--- src/rtl/slb_pkg.sv ---
`timescale 1ns / 1ps
`default_nettype none

package slb_pkg;

  localparam int unsigned PERIOD_W      = 14;
  localparam int unsigned FLASH_W       = 16;
  localparam int unsigned LEVEL_W       = 8;
  localparam int unsigned CFG_IDX_W     = 3;
  localparam int unsigned CFG_DATA_W    = 14;
  localparam int unsigned PROD_W        = 22;

  localparam logic [PERIOD_W-1:0] PERIOD_MAX_MS   = 14'd10000;
  localparam logic [PERIOD_W-1:0] PERIOD_MIN_USED = 14'd50;
  localparam logic [PERIOD_W-1:0] PERIOD_RESET    = 14'd1000;
  localparam logic [PERIOD_W-1:0] EDGE_MS         = 14'd10;
  localparam logic [LEVEL_W-1:0]  FLASH_RED       = 8'd48;
  localparam logic [LEVEL_W-1:0]  DUTY_OFF        = 8'd0;
  localparam logic [LEVEL_W-1:0]  DUTY_SOLID      = 8'd255;
  localparam logic [PROD_W-1:0]   ROUND_HALF      = 22'd127;

  typedef enum logic [CFG_IDX_W-1:0] {
    IDX_RED    = 3'd0,
    IDX_GREEN  = 3'd1,
    IDX_BLUE   = 3'd2,
    IDX_BRIGHT = 3'd3,
    IDX_DUTY   = 3'd4,
    IDX_PERIOD = 3'd5
  } cfg_idx_e;

  typedef struct packed {
    logic                settled;
    logic [LEVEL_W-1:0]  duty;
    logic [PERIOD_W-1:0] period;
    logic [PERIOD_W-1:0] on_time;
    logic [LEVEL_W-1:0]  red;
    logic [LEVEL_W-1:0]  green;
    logic [LEVEL_W-1:0]  blue;
  } cfg_t;

  // floor(y / 255) for y below 2^22: shift-add reciprocal, then one correction
  function automatic logic [PROD_W-1:0] div255(input logic [PROD_W-1:0] y);
    logic [45:0]       t;
    logic [PROD_W-1:0] q;
    logic [PROD_W:0]   r;
    t = ({24'b0, y} << 16) + ({24'b0, y} << 8) + {24'b0, y};
    q = t[45:24];
    r = {1'b0, y} - {q[14:0], 8'b0} + {1'b0, q};
    if (r >= 23'd255) begin
      q = q + 22'd1;
    end
    return q;
  endfunction

endpackage

`default_nettype wire

--- src/rtl/status_led_blinker_top.sv ---
// Status LED blink controller: one input transaction per millisecond tick,
// one RGB result per tick. An accepted tick passes the input register, then
// the result register; a new tick can be accepted every cycle while the
// output is not stalled. Blink on-time and brightness-scaled colors are
// derived from the configuration registers through a two-stage pipeline,
// so the input side also stalls after reset and after each config write.
`timescale 1ns / 1ps
`default_nettype none

module status_led_blinker_top
  import slb_pkg::*;
(
  input  wire logic                  clk_i,
  input  wire logic                  rst_ni,
  input  wire logic                  cfg_valid_i,
  output logic                       cfg_ready_o,
  input  wire logic [CFG_IDX_W-1:0]  cfg_index_i,
  input  wire logic [CFG_DATA_W-1:0] cfg_data_i,
  input  wire logic                  in_valid_i,
  output logic                       in_stall_o,
  input  wire logic                  flash_request_i,
  input  wire logic [FLASH_W-1:0]    flash_ms_i,
  output logic                       out_valid_o,
  input  wire logic                  out_stall_i,
  output logic [LEVEL_W-1:0]         out_red_o,
  output logic [LEVEL_W-1:0]         out_green_o,
  output logic [LEVEL_W-1:0]         out_blue_o,
  output logic                       lit_o,
  output logic                       flashing_o
);

  cfg_t cfg;

  slb_cfg u_cfg (
    .clk_i       (clk_i),
    .rst_ni      (rst_ni),
    .cfg_valid_i (cfg_valid_i),
    .cfg_ready_o (cfg_ready_o),
    .cfg_index_i (cfg_index_i),
    .cfg_data_i  (cfg_data_i),
    .cfg_o       (cfg)
  );

  slb_core u_core (
    .clk_i           (clk_i),
    .rst_ni          (rst_ni),
    .cfg_i           (cfg),
    .in_valid_i      (in_valid_i),
    .in_stall_o      (in_stall_o),
    .flash_request_i (flash_request_i),
    .flash_ms_i      (flash_ms_i),
    .out_valid_o     (out_valid_o),
    .out_stall_i     (out_stall_i),
    .out_red_o       (out_red_o),
    .out_green_o     (out_green_o),
    .out_blue_o      (out_blue_o),
    .lit_o           (lit_o),
    .flashing_o      (flashing_o)
  );

endmodule

`default_nettype wire

--- src/rtl/slb_cfg.sv ---
`timescale 1ns / 1ps
`default_nettype none

module slb_cfg
  import slb_pkg::*;
(
  input  wire logic                  clk_i,
  input  wire logic                  rst_ni,
  input  wire logic                  cfg_valid_i,
  output logic                       cfg_ready_o,
  input  wire logic [CFG_IDX_W-1:0]  cfg_index_i,
  input  wire logic [CFG_DATA_W-1:0] cfg_data_i,
  output cfg_t                       cfg_o
);

  logic [LEVEL_W-1:0]  red_q, green_q, blue_q, bright_q, duty_q;
  logic [PERIOD_W-1:0] period_q;
  logic [1:0]          settle_q, settle_d;
  logic                wr;

  logic [PERIOD_W-1:0] per_c;
  logic [PERIOD_W-1:0] per_a_q;
  logic [PROD_W-1:0]   prod_q;
  logic [15:0]         red_p_q, green_p_q, blue_p_q;

  logic [PERIOD_W-1:0] on_raw, on_lo, on_cl;
  logic [PROD_W-1:0]   on_div, red_div, green_div, blue_div;
  logic [PERIOD_W-1:0] per_b_q, on_q;
  logic [LEVEL_W-1:0]  red_s_q, green_s_q, blue_s_q;

  assign cfg_ready_o = 1'b1;
  assign wr          = cfg_valid_i && cfg_ready_o;

  always_ff @(posedge clk_i or negedge rst_ni) begin
    if (!rst_ni) begin
      red_q    <= '0;
      green_q  <= '0;
      blue_q   <= '0;
      bright_q <= '0;
      duty_q   <= '0;
      period_q <= PERIOD_RESET;
    end else if (wr) begin
      case (cfg_idx_e'(cfg_index_i))
        IDX_RED:    red_q    <= cfg_data_i[LEVEL_W-1:0];
        IDX_GREEN:  green_q  <= cfg_data_i[LEVEL_W-1:0];
        IDX_BLUE:   blue_q   <= cfg_data_i[LEVEL_W-1:0];
        IDX_BRIGHT: bright_q <= cfg_data_i[LEVEL_W-1:0];
        IDX_DUTY:   duty_q   <= cfg_data_i[LEVEL_W-1:0];
        IDX_PERIOD: period_q <= cfg_data_i[PERIOD_W-1:0];
        default: ;
      endcase
    end
  end

  // hold the item side off until the derived values have caught up
  always_comb begin
    settle_d = settle_q;
    if (wr) begin
      settle_d = 2'd2;
    end else if (settle_q != 2'd0) begin
      settle_d = settle_q - 2'd1;
    end
  end

  always_ff @(posedge clk_i or negedge rst_ni) begin
    if (!rst_ni) begin
      settle_q <= 2'd2;
    end else begin
      settle_q <= settle_d;
    end
  end

  always_comb begin
    per_c = period_q;
    if (per_c < PERIOD_MIN_USED) begin
      per_c = PERIOD_MIN_USED;
    end
    if (per_c > PERIOD_MAX_MS) begin
      per_c = PERIOD_MAX_MS;
    end
  end

  always_ff @(posedge clk_i) begin
    per_a_q   <= per_c;
    prod_q    <= PROD_W'(per_c) * PROD_W'(duty_q);
    red_p_q   <= 16'(red_q) * 16'(bright_q);
    green_p_q <= 16'(green_q) * 16'(bright_q);
    blue_p_q  <= 16'(blue_q) * 16'(bright_q);
  end

  always_comb begin
    on_div    = div255(prod_q + ROUND_HALF);
    red_div   = div255({6'b0, red_p_q} + ROUND_HALF);
    green_div = div255({6'b0, green_p_q} + ROUND_HALF);
    blue_div  = div255({6'b0, blue_p_q} + ROUND_HALF);
    on_raw    = on_div[PERIOD_W-1:0];
    on_lo     = (on_raw < EDGE_MS) ? EDGE_MS : on_raw;
    on_cl     = (on_lo > per_a_q - EDGE_MS) ? per_a_q - EDGE_MS : on_lo;
  end

  always_ff @(posedge clk_i) begin
    per_b_q   <= per_a_q;
    on_q      <= on_cl;
    red_s_q   <= red_div[LEVEL_W-1:0];
    green_s_q <= green_div[LEVEL_W-1:0];
    blue_s_q  <= blue_div[LEVEL_W-1:0];
  end

  always_comb begin
    cfg_o.settled = (settle_q == 2'd0);
    cfg_o.duty    = duty_q;
    cfg_o.period  = per_b_q;
    cfg_o.on_time = on_q;
    cfg_o.red     = red_s_q;
    cfg_o.green   = green_s_q;
    cfg_o.blue    = blue_s_q;
  end

endmodule

`default_nettype wire

--- src/rtl/slb_core.sv ---
`timescale 1ns / 1ps
`default_nettype none

module slb_core
  import slb_pkg::*;
(
  input  wire logic               clk_i,
  input  wire logic               rst_ni,
  input  wire cfg_t               cfg_i,
  input  wire logic               in_valid_i,
  output logic                    in_stall_o,
  input  wire logic               flash_request_i,
  input  wire logic [FLASH_W-1:0] flash_ms_i,
  output logic                    out_valid_o,
  input  wire logic               out_stall_i,
  output logic [LEVEL_W-1:0]      out_red_o,
  output logic [LEVEL_W-1:0]      out_green_o,
  output logic [LEVEL_W-1:0]      out_blue_o,
  output logic                    lit_o,
  output logic                    flashing_o
);

  logic                s1_valid_q;
  logic                s1_req_q;
  logic [FLASH_W-1:0]  s1_fms_q;
  logic                advance, accept;

  logic [FLASH_W-1:0]  flash_left_q, flash_left_d;
  logic [PERIOD_W-1:0] phase_q, phase_d;

  logic [FLASH_W-1:0]  fl;
  logic [PERIOD_W-1:0] ph, ph2, ph1;
  logic                lit_d, flashing_d;
  logic [LEVEL_W-1:0]  red_d, green_d, blue_d;

  logic                out_valid_q;
  logic [LEVEL_W-1:0]  red_q, green_q, blue_q;
  logic                lit_q, flashing_q;

  assign advance    = !out_valid_q || !out_stall_i;
  assign in_stall_o = !cfg_i.settled || (s1_valid_q && !advance);
  assign accept     = in_valid_i && !in_stall_o;

  always_ff @(posedge clk_i or negedge rst_ni) begin
    if (!rst_ni) begin
      s1_valid_q <= 1'b0;
    end else if (accept) begin
      s1_valid_q <= 1'b1;
    end else if (advance) begin
      s1_valid_q <= 1'b0;
    end
  end

  always_ff @(posedge clk_i) begin
    if (accept) begin
      s1_req_q <= flash_request_i;
      s1_fms_q <= flash_ms_i;
    end
  end

  always_comb begin
    fl           = s1_req_q ? s1_fms_q : flash_left_q;
    ph           = s1_req_q ? '0 : phase_q;
    ph2          = (ph >= cfg_i.period) ? '0 : ph;
    ph1          = ph2 + 14'd1;
    flash_left_d = fl;
    phase_d      = '0;
    lit_d        = 1'b0;
    flashing_d   = 1'b0;
    if (fl != '0) begin
      flashing_d   = 1'b1;
      lit_d        = 1'b1;
      flash_left_d = fl - 16'd1;
    end else if (cfg_i.duty == DUTY_OFF) begin
      lit_d = 1'b0;
    end else if (cfg_i.duty == DUTY_SOLID) begin
      lit_d = 1'b1;
    end else begin
      lit_d   = ph2 < cfg_i.on_time;
      phase_d = (ph1 >= cfg_i.period) ? '0 : ph1;
    end
  end

  always_comb begin
    red_d   = '0;
    green_d = '0;
    blue_d  = '0;
    if (flashing_d) begin
      red_d = FLASH_RED;
    end else if (lit_d) begin
      red_d   = cfg_i.red;
      green_d = cfg_i.green;
      blue_d  = cfg_i.blue;
    end
  end

  always_ff @(posedge clk_i or negedge rst_ni) begin
    if (!rst_ni) begin
      out_valid_q  <= 1'b0;
      flash_left_q <= '0;
      phase_q      <= '0;
    end else if (advance) begin
      out_valid_q <= s1_valid_q;
      if (s1_valid_q) begin
        flash_left_q <= flash_left_d;
        phase_q      <= phase_d;
      end
    end
  end

  always_ff @(posedge clk_i) begin
    if (advance && s1_valid_q) begin
      red_q      <= red_d;
      green_q    <= green_d;
      blue_q     <= blue_d;
      lit_q      <= lit_d;
      flashing_q <= flashing_d;
    end
  end

  assign out_valid_o = out_valid_q;
  assign out_red_o   = red_q;
  assign out_green_o = green_q;
  assign out_blue_o  = blue_q;
  assign lit_o       = lit_q;
  assign flashing_o  = flashing_q;

endmodule

`default_nettype wire

--- config.mk ---
export PLATFORM = sky130hd
export DESIGN_NAME = status_led_blinker_top
export DESIGN_NICKNAME = d
export VERILOG_FILES = /design/src/rtl/slb_pkg.sv /design/src/rtl/status_led_blinker_top.sv /design/src/rtl/slb_cfg.sv /design/src/rtl/slb_core.sv
export SDC_FILE = /design/constraint.sdc
export NUM_CORES = 1
export LEC_CHECK = 0
export ABC_AREA = 1
export BUFFER_PORTS_ARGS = -buffer_cell sky130_fd_sc_hd__buf_2
export CORE_MARGIN = 2
export CORE_UTILIZATION = 59
export CTS_BUF_LIST = sky130_fd_sc_hd__clkbuf_4 sky130_fd_sc_hd__clkbuf_8
export DETAILED_ROUTE_END_ITERATION = 6
export GPL_ROUTABILITY_DRIVEN = 0
export PLACE_DENSITY = 0.8
export SKIP_LAST_GASP = 1
export SLEW_MARGIN = 30
export SYNTH_ARGS = -nofsm -noshare
export SYNTH_HDL_FRONTEND = slang
export SYNTH_SLANG_ARGS = --single-unit
--- constraint.sdc ---
create_clock -name clk_i -period 8.4 [get_ports clk_i]
set_input_delay 1.26 -clock clk_i [delete_from_list [all_inputs] [get_ports clk_i]]
set_output_delay 1.26 -clock clk_i [all_outputs]
set_load 0.1 [all_outputs]
-- After elaboration in Yosys (flattened, before gate mapping)
Index checks and enable logic that the tools add are counted.
- bits in registers: 267
- bits of input ports: 39
- output and inout port bits: 29
- logic and storage cells: 129
- add/sub/neg operators: 28
- multipliers: 4
- order comparisons: 11
- equal/unequal tests: 6
- multiplexer cells: 25
- bitwise logic cells: 1
- reduce and logical (&&, ||, !) cells: 25
- operators by type and width (kind ; count):
    $add 38x30->39 ; 4
    $mux 14 ; 11
    $add 39x17->40 ; 3
    $add 23x22->23 ; 4
    $ge 23x8->1 const B ; 4
    $sub 17x23->23 ; 3
    $add 16x7->17 const B ; 3
    $mul 8x8->16 ; 3
    $add 39x22->40 ; 1
    $mux 16 ; 2
    $add 14x1->14 const B ; 2
    $ge 14x14->1 ; 2
    $add 8x1->8 const B ; 3
    $mux 8 ; 3
    $sub 22x23->23 ; 1
    $add 22x7->22 const B ; 1
    $mul 14x8->22 ; 1
    $reduce_bool 16->1 ; 1
    $sub 16x1->16 const B ; 1
    $gt 14x14->1 ; 1
    $gt 14x14->1 const B ; 1
    $lt 14x14->1 ; 1
    $lt 14x4->1 const B ; 1
    $lt 14x6->1 const B ; 1
    19 further kinds ; 42

-- Logic depth before layout (Yosys ltp)
- depth in word-level cells: 11
- depth in mapped cells: 66
- mapped depth without buffers: 65

-- Modules after synthesis
A second synthesis with hierarchy kept.
- cells, all modules: 4618
- area, all modules: 32610.0 um2
- modules (own cells, without submodules) (module ; instances ; cells each ; area an instance (um2) ; seq. area each (um2)):
    slb_cfg ; 1 ; 3997 ; 27617.7 ; 4132.7
    slb_core ; 1 ; 621 ; 4992.3 ; 2092.0

-- Worst setup path after synthesis
OpenSTA, ideal clock, no wires.
- path kind: reg-to-reg
- start point: reg u_cfg.prod_q[0]
- end point: reg u_cfg.on_q[13]
- library setup time: 128 ps
- arrival time: 7836 ps
- data required time: 8272 ps
- path slack: 435 ps
- stages on the path, launching flop included: 62
- buffers on the path: 1
- period minus slack after synthesis: 7965 ps
- path through: dfxtp_1 inv_1 ha_1 nand2_1 nor2_1 nor2_2 nand2_1 nor2_1 xnor2_1 xor2_1 ha_1 or2_2 ha_1 a21oi_1 nor2_1 nor2_1 o21ai_0 a21oi_1 [... 26 more ...] nor2_4 nand2_1 xor2_2 inv_2 nand2_1 nor2_4 nand2_4 nand2_2 ha_1 inv_1 nor2_1 o21ai_0 inv_1 o21ai_0 o2111ai_1 nand2_1 clkbuf_1 o21ai_0
- cells in the longest elaborated chain, start to end: 11
- elaborated cells between the ends (all ways): 12
- classes of those cells: add/sub: 6; order compare: 3; mux: 3
- RTL lines (element ; line ; source):
    from (decl) ; slb_cfg.sv:23 ; logic [PROD_W-1:0] prod_q;
    from (signal assigned) ; slb_cfg.sv:85 ; prod_q <= PROD_W'(per_c) * PROD_W'(duty_q);
    $add 22x7->22 (*) ; slb_cfg.sv:92 ; on_div = div255(prod_q + ROUND_HALF);
    $add 38x30->39 ; slb_pkg.sv:46 ; t = ({24'b0, y} << 16) + ({24'b0, y} << 8) + {24'b0, y};
    $add 39x22->40 ; slb_pkg.sv:46 ;
    $sub 22x23->23 ; slb_pkg.sv:48 ; r = {1'b0, y} - {q[14:0], 8'b0} + {1'b0, q};
    $add 23x22->23 ; slb_pkg.sv:48 ;
    $ge 23x8->1 ; slb_pkg.sv:49 ; if (r >= 23'd255) begin
    $mux 14 (*) ; slb_pkg.sv:49 ;
    $lt 14x4->1 ; slb_cfg.sv:97 ; on_lo = (on_raw < EDGE_MS) ? EDGE_MS : on_raw;
    $mux 14 (*) ; slb_cfg.sv:97 ;
    $gt 14x14->1 ; slb_cfg.sv:98 ; on_cl = (on_lo > per_a_q - EDGE_MS) ? per_a_q - EDGE_MS : on_lo;
    $mux 14 (*) ; slb_cfg.sv:98 ;
    via u_cfg.on_cl[13] ; slb_cfg.sv:26 ; logic [PERIOD_W-1:0] on_raw, on_lo, on_cl;
    to (signal assigned) ; slb_cfg.sv:103 ; on_q <= on_cl;
    to (decl) ; slb_cfg.sv:28 ; logic [PERIOD_W-1:0] per_b_q, on_q;
Mark *: on every way through the listed nets, which the timed path passes. The rest lies on a longest branch.
A chain may end at the register's enable or synchronous reset.

-- Final worst setup path
- start point: reg u_cfg.prod_q[0]
- end point: reg u_cfg.on_q[2]
Same word-level chain as after synthesis.

==> reports/qor.txt <==
crit start category - flip-flop
vias per cell - 5.36
top routing layer in use - met4
Std-Cell Rows - 83
worst skew pair latency - 670 ps
overall routing resource usage - 26.7%
Syn Std Cell Area - 30900 sq um
CP dominant cell by count - nand2_1
Hold Buf Count CTS - 0
H-tree depth - 2
DRC - 0
critical path's top delay family - simple AND/OR/NAND/NOR gates
Clock Tree Root - clkbuf_8
setup-violating endpoint count in the final report - 0
Post-Place Setup Slack - -73.4 ps
crit-path max FO - 8
largest net degree at the start of global routing - 64
Max-Cap Viols - 0
deepest clock path buffer count - 3
Slowest cell on crit path - fa_1
Initial Utilization - 59.9%
Final min period - 8280 ps
first-pass GRT wire length - 120 mm
min-delay src - u_cfg.per_a_q[12]
CTS tree - yes
final non-filler cell total - 4997
reg2reg setup slack - 120 ps
Critical Path End Type - flip-flop
WL/cell - 14.5 um
metal3 WL - 5.28 mm
Distinct cells, synth - 69
r2r worst-path depth - 58
sequential share of the synthesized area - 20.2%
Sink Count - 267
Syn Inst Count - 4178
number of global-route vias before repair - 25918
r2r endpoint - u_cfg.on_q[2]
Synth Flop Type - dfxtp_1
Die X - 233 um
Area after DPL - 32000 sq um
CP Buf/Inv Count - 10
Multi-input gate area - 21500 sq um
measured slew at the worst slew-check pin - 973 ps
Placed Cells - 4884
RSZ-0062 raised after global routing - yes
hold depth - 0
final max-slew violation count - 0
final count of hold timing violations - 0
mean cell area of the mapped netlist - 7.39 sq um
# fillers - 4214
Final HPWL DP - 56.8 mm
Final ANT Viol Nets - 0
Layout area overhead - 10.3%
NumNets Final - 4954
n_diodes - 0
Worst path max stage delay - 590 ps
Hold Path Sink - u_cfg.per_b_q[12]
cts bufs inserted - 48
initial antenna violation count - 0
wire length on met2 - 33.4 mm
Worst Skew - 58.9 ps
hold slack - 355 ps
finished layout cell area - 34100 sq um
wirelength, routed - 72.4 mm
post-route worst setup slack - 120 ps
Pre-antenna DRT Iters - 7
metal1 wirelength - 31.9 mm
status - complete, no violations
die area - 54200 sq um
fraction of layout cells with a size suffix above 1 - 10.3%
WS Path Type - flip-flop to flip-flop
Core ar. - 51500 sq um
Synth Register Bits - 267
FF-to-FF Start - u_cfg.prod_q[0]
Relative slew margins - 35.2%
grt ovf - 0
Ports - 68
Sequential Area - 6240 sq um
HP Class - flip-flop to flip-flop
async set-reset flop share out of synthesis - 33.0%
Iter 0 DRT Violations - 2072
Post-synth EDFFs - 43
critical path data arrival time - 8860 ps
Peak Freq - 0.121 GHz
Vias - 26764
CP required - 8980 ps
fin crit share - 98.6%
Reg clk slew, reported paths - 70 ps
Yosys warnings - 0
Die Ht - 233 um
IO buf count - 66
## flip-flops by register name, summed over array words and instances (netlist names), 14 cells and up
register,count
u_cfg.prod_q,22
u_cfg.blue_p_q,16
u_cfg.green_p_q,16
u_cfg.red_p_q,16
u_core.flash_left_q,16
u_core.s1_fms_q,16
u_cfg.on_q,14
u_cfg.per_a_q,14
u_cfg.per_b_q,14
u_cfg.period_q,14
u_core.phase_q,14
## metal layers
metal,GRT usage [%],vias to the layer above
met2,44.0,897
met3,4.73,190
met4,7.15,0
met5,0,-
met1,36.2,12419
li1,-,13258
## per-stage QoR
step	setup TNS [ps]	util (%)
6_report	0	66.1
5_1_grt	-3850	66.1
4_1_cts	0	64.4
3_5_place_dp	-410	62.2
3_3_place_gp	0	62.2
2_1_floorplan	0	-
## cell type report
cell class / count / area share [%]
inverters: 926 / 10.2
clock inverters: 17 / 0.533
clock buffers: 73 / 2.71
repair buffers: 133 / 2.54
multi-input cells: 2901 / 63.2
well taps: 680 / 2.50
flip-flops and latches: 267 / 18.3
## worst max-delay path by stage
stage,startpoint,to,slack (ps),cells after the start
global placement,u_cfg.prod_q[13],u_cfg.on_q[6],230,62
finish,u_cfg.prod_q[0],u_cfg.on_q[2],120,58
detailed placement,u_cfg.prod_q[0],u_cfg.on_q[6],-70,60
floorplan,u_cfg.prod_q[0],u_cfg.on_q[13],440,61
global route,u_cfg.prod_q[0],u_cfg.on_q[5],-290,58
CTS,u_cfg.prod_q[0],u_cfg.on_q[9],20,58
## logic make-up (layout without fill, tap and decap cells)
group,after synthesis,in the layout,share of synthesized area (%)
compound gates,472,472,8.48
buf+inv,1016,1149,12.4
xor+xnor,218,218,6.28
flops,267,267,20.2
mux,11,11,0.373
other cells,1,7,0.0121
fa+ha+maj,638,638,30.7
simple gates,1555,1555,21.5
## synthesized netlist by cell type (8+ instances only)
library cell | instances | share of area (%)
inv_1 | 911 | 11
nand2_1 | 899 | 11
ha_1 | 438 | 18
nor2_1 | 284 | 3.5
fa_1 | 200 | 13
a21oi_1 | 199 | 3.2
xor2_1 | 172 | 4.9
o21ai_0 | 168 | 2.7
nand3_1 | 143 | 2.3
dfxtp_1 | 136 | 8.8
dfrtp_1 | 81 | 6.6
clkbuf_1 | 77 | 0.94
nor3_1 | 56 | 0.91
nand4_1 | 55 | 1.1
edfxtp_1 | 43 | 4.2
xnor2_1 | 42 | 1.2
nor4_1 | 22 | 0.45
or2_2 | 22 | 0.45
nand2_2 | 20 | 0.41
nand3b_1 | 17 | 0.41
o21bai_1 | 16 | 0.39
o22ai_1 | 14 | 0.28
a31oi_1 | 11 | 0.22
a21o_1 | 9 | 0.22
inv_2 | 9 | 0.11
nor2_4 | 8 | 0.29
o211ai_1 | 8 | 0.19
## timing repair
action                                  4_1_cts  5_1_grt
pin swaps                                     4       52
cloned                                        0        1
setup buffers                                 2       20
gates resized for setup                       9      153
endpoints found under the setup margin       12       31
## layout by cell type, fill, tap and decap left out, types with 10 or more instances in the layout
cell type and n:
or2_2 22, o21ai_0 158, o21ai_1 11, buf_2 65, nor2_1 271, a31oi_1 10, nand2_1 878, edfxtp_1 43
ha_4 19, nor3_1 45, nor4_1 20, a21oi_2 14, a21oi_1 185, inv_1 904, clkbuf_8 60, nand2_2 35
nand3_1 139, o21bai_1 16, o22ai_1 14, xnor2_1 40, ha_1 416, fa_1 200, xor2_1 168, nor2_2 13
nand3b_1 17, nor2_4 14, clkbuf_4 13, dfrtp_1 78, buf_4 65, dfxtp_1 127, nor3_2 10, inv_2 14
nand4_1 55
Power is left out: the tool's default activity adds up to more than one toggle a clock period on the data nets, which glitch-free logic cannot reach.
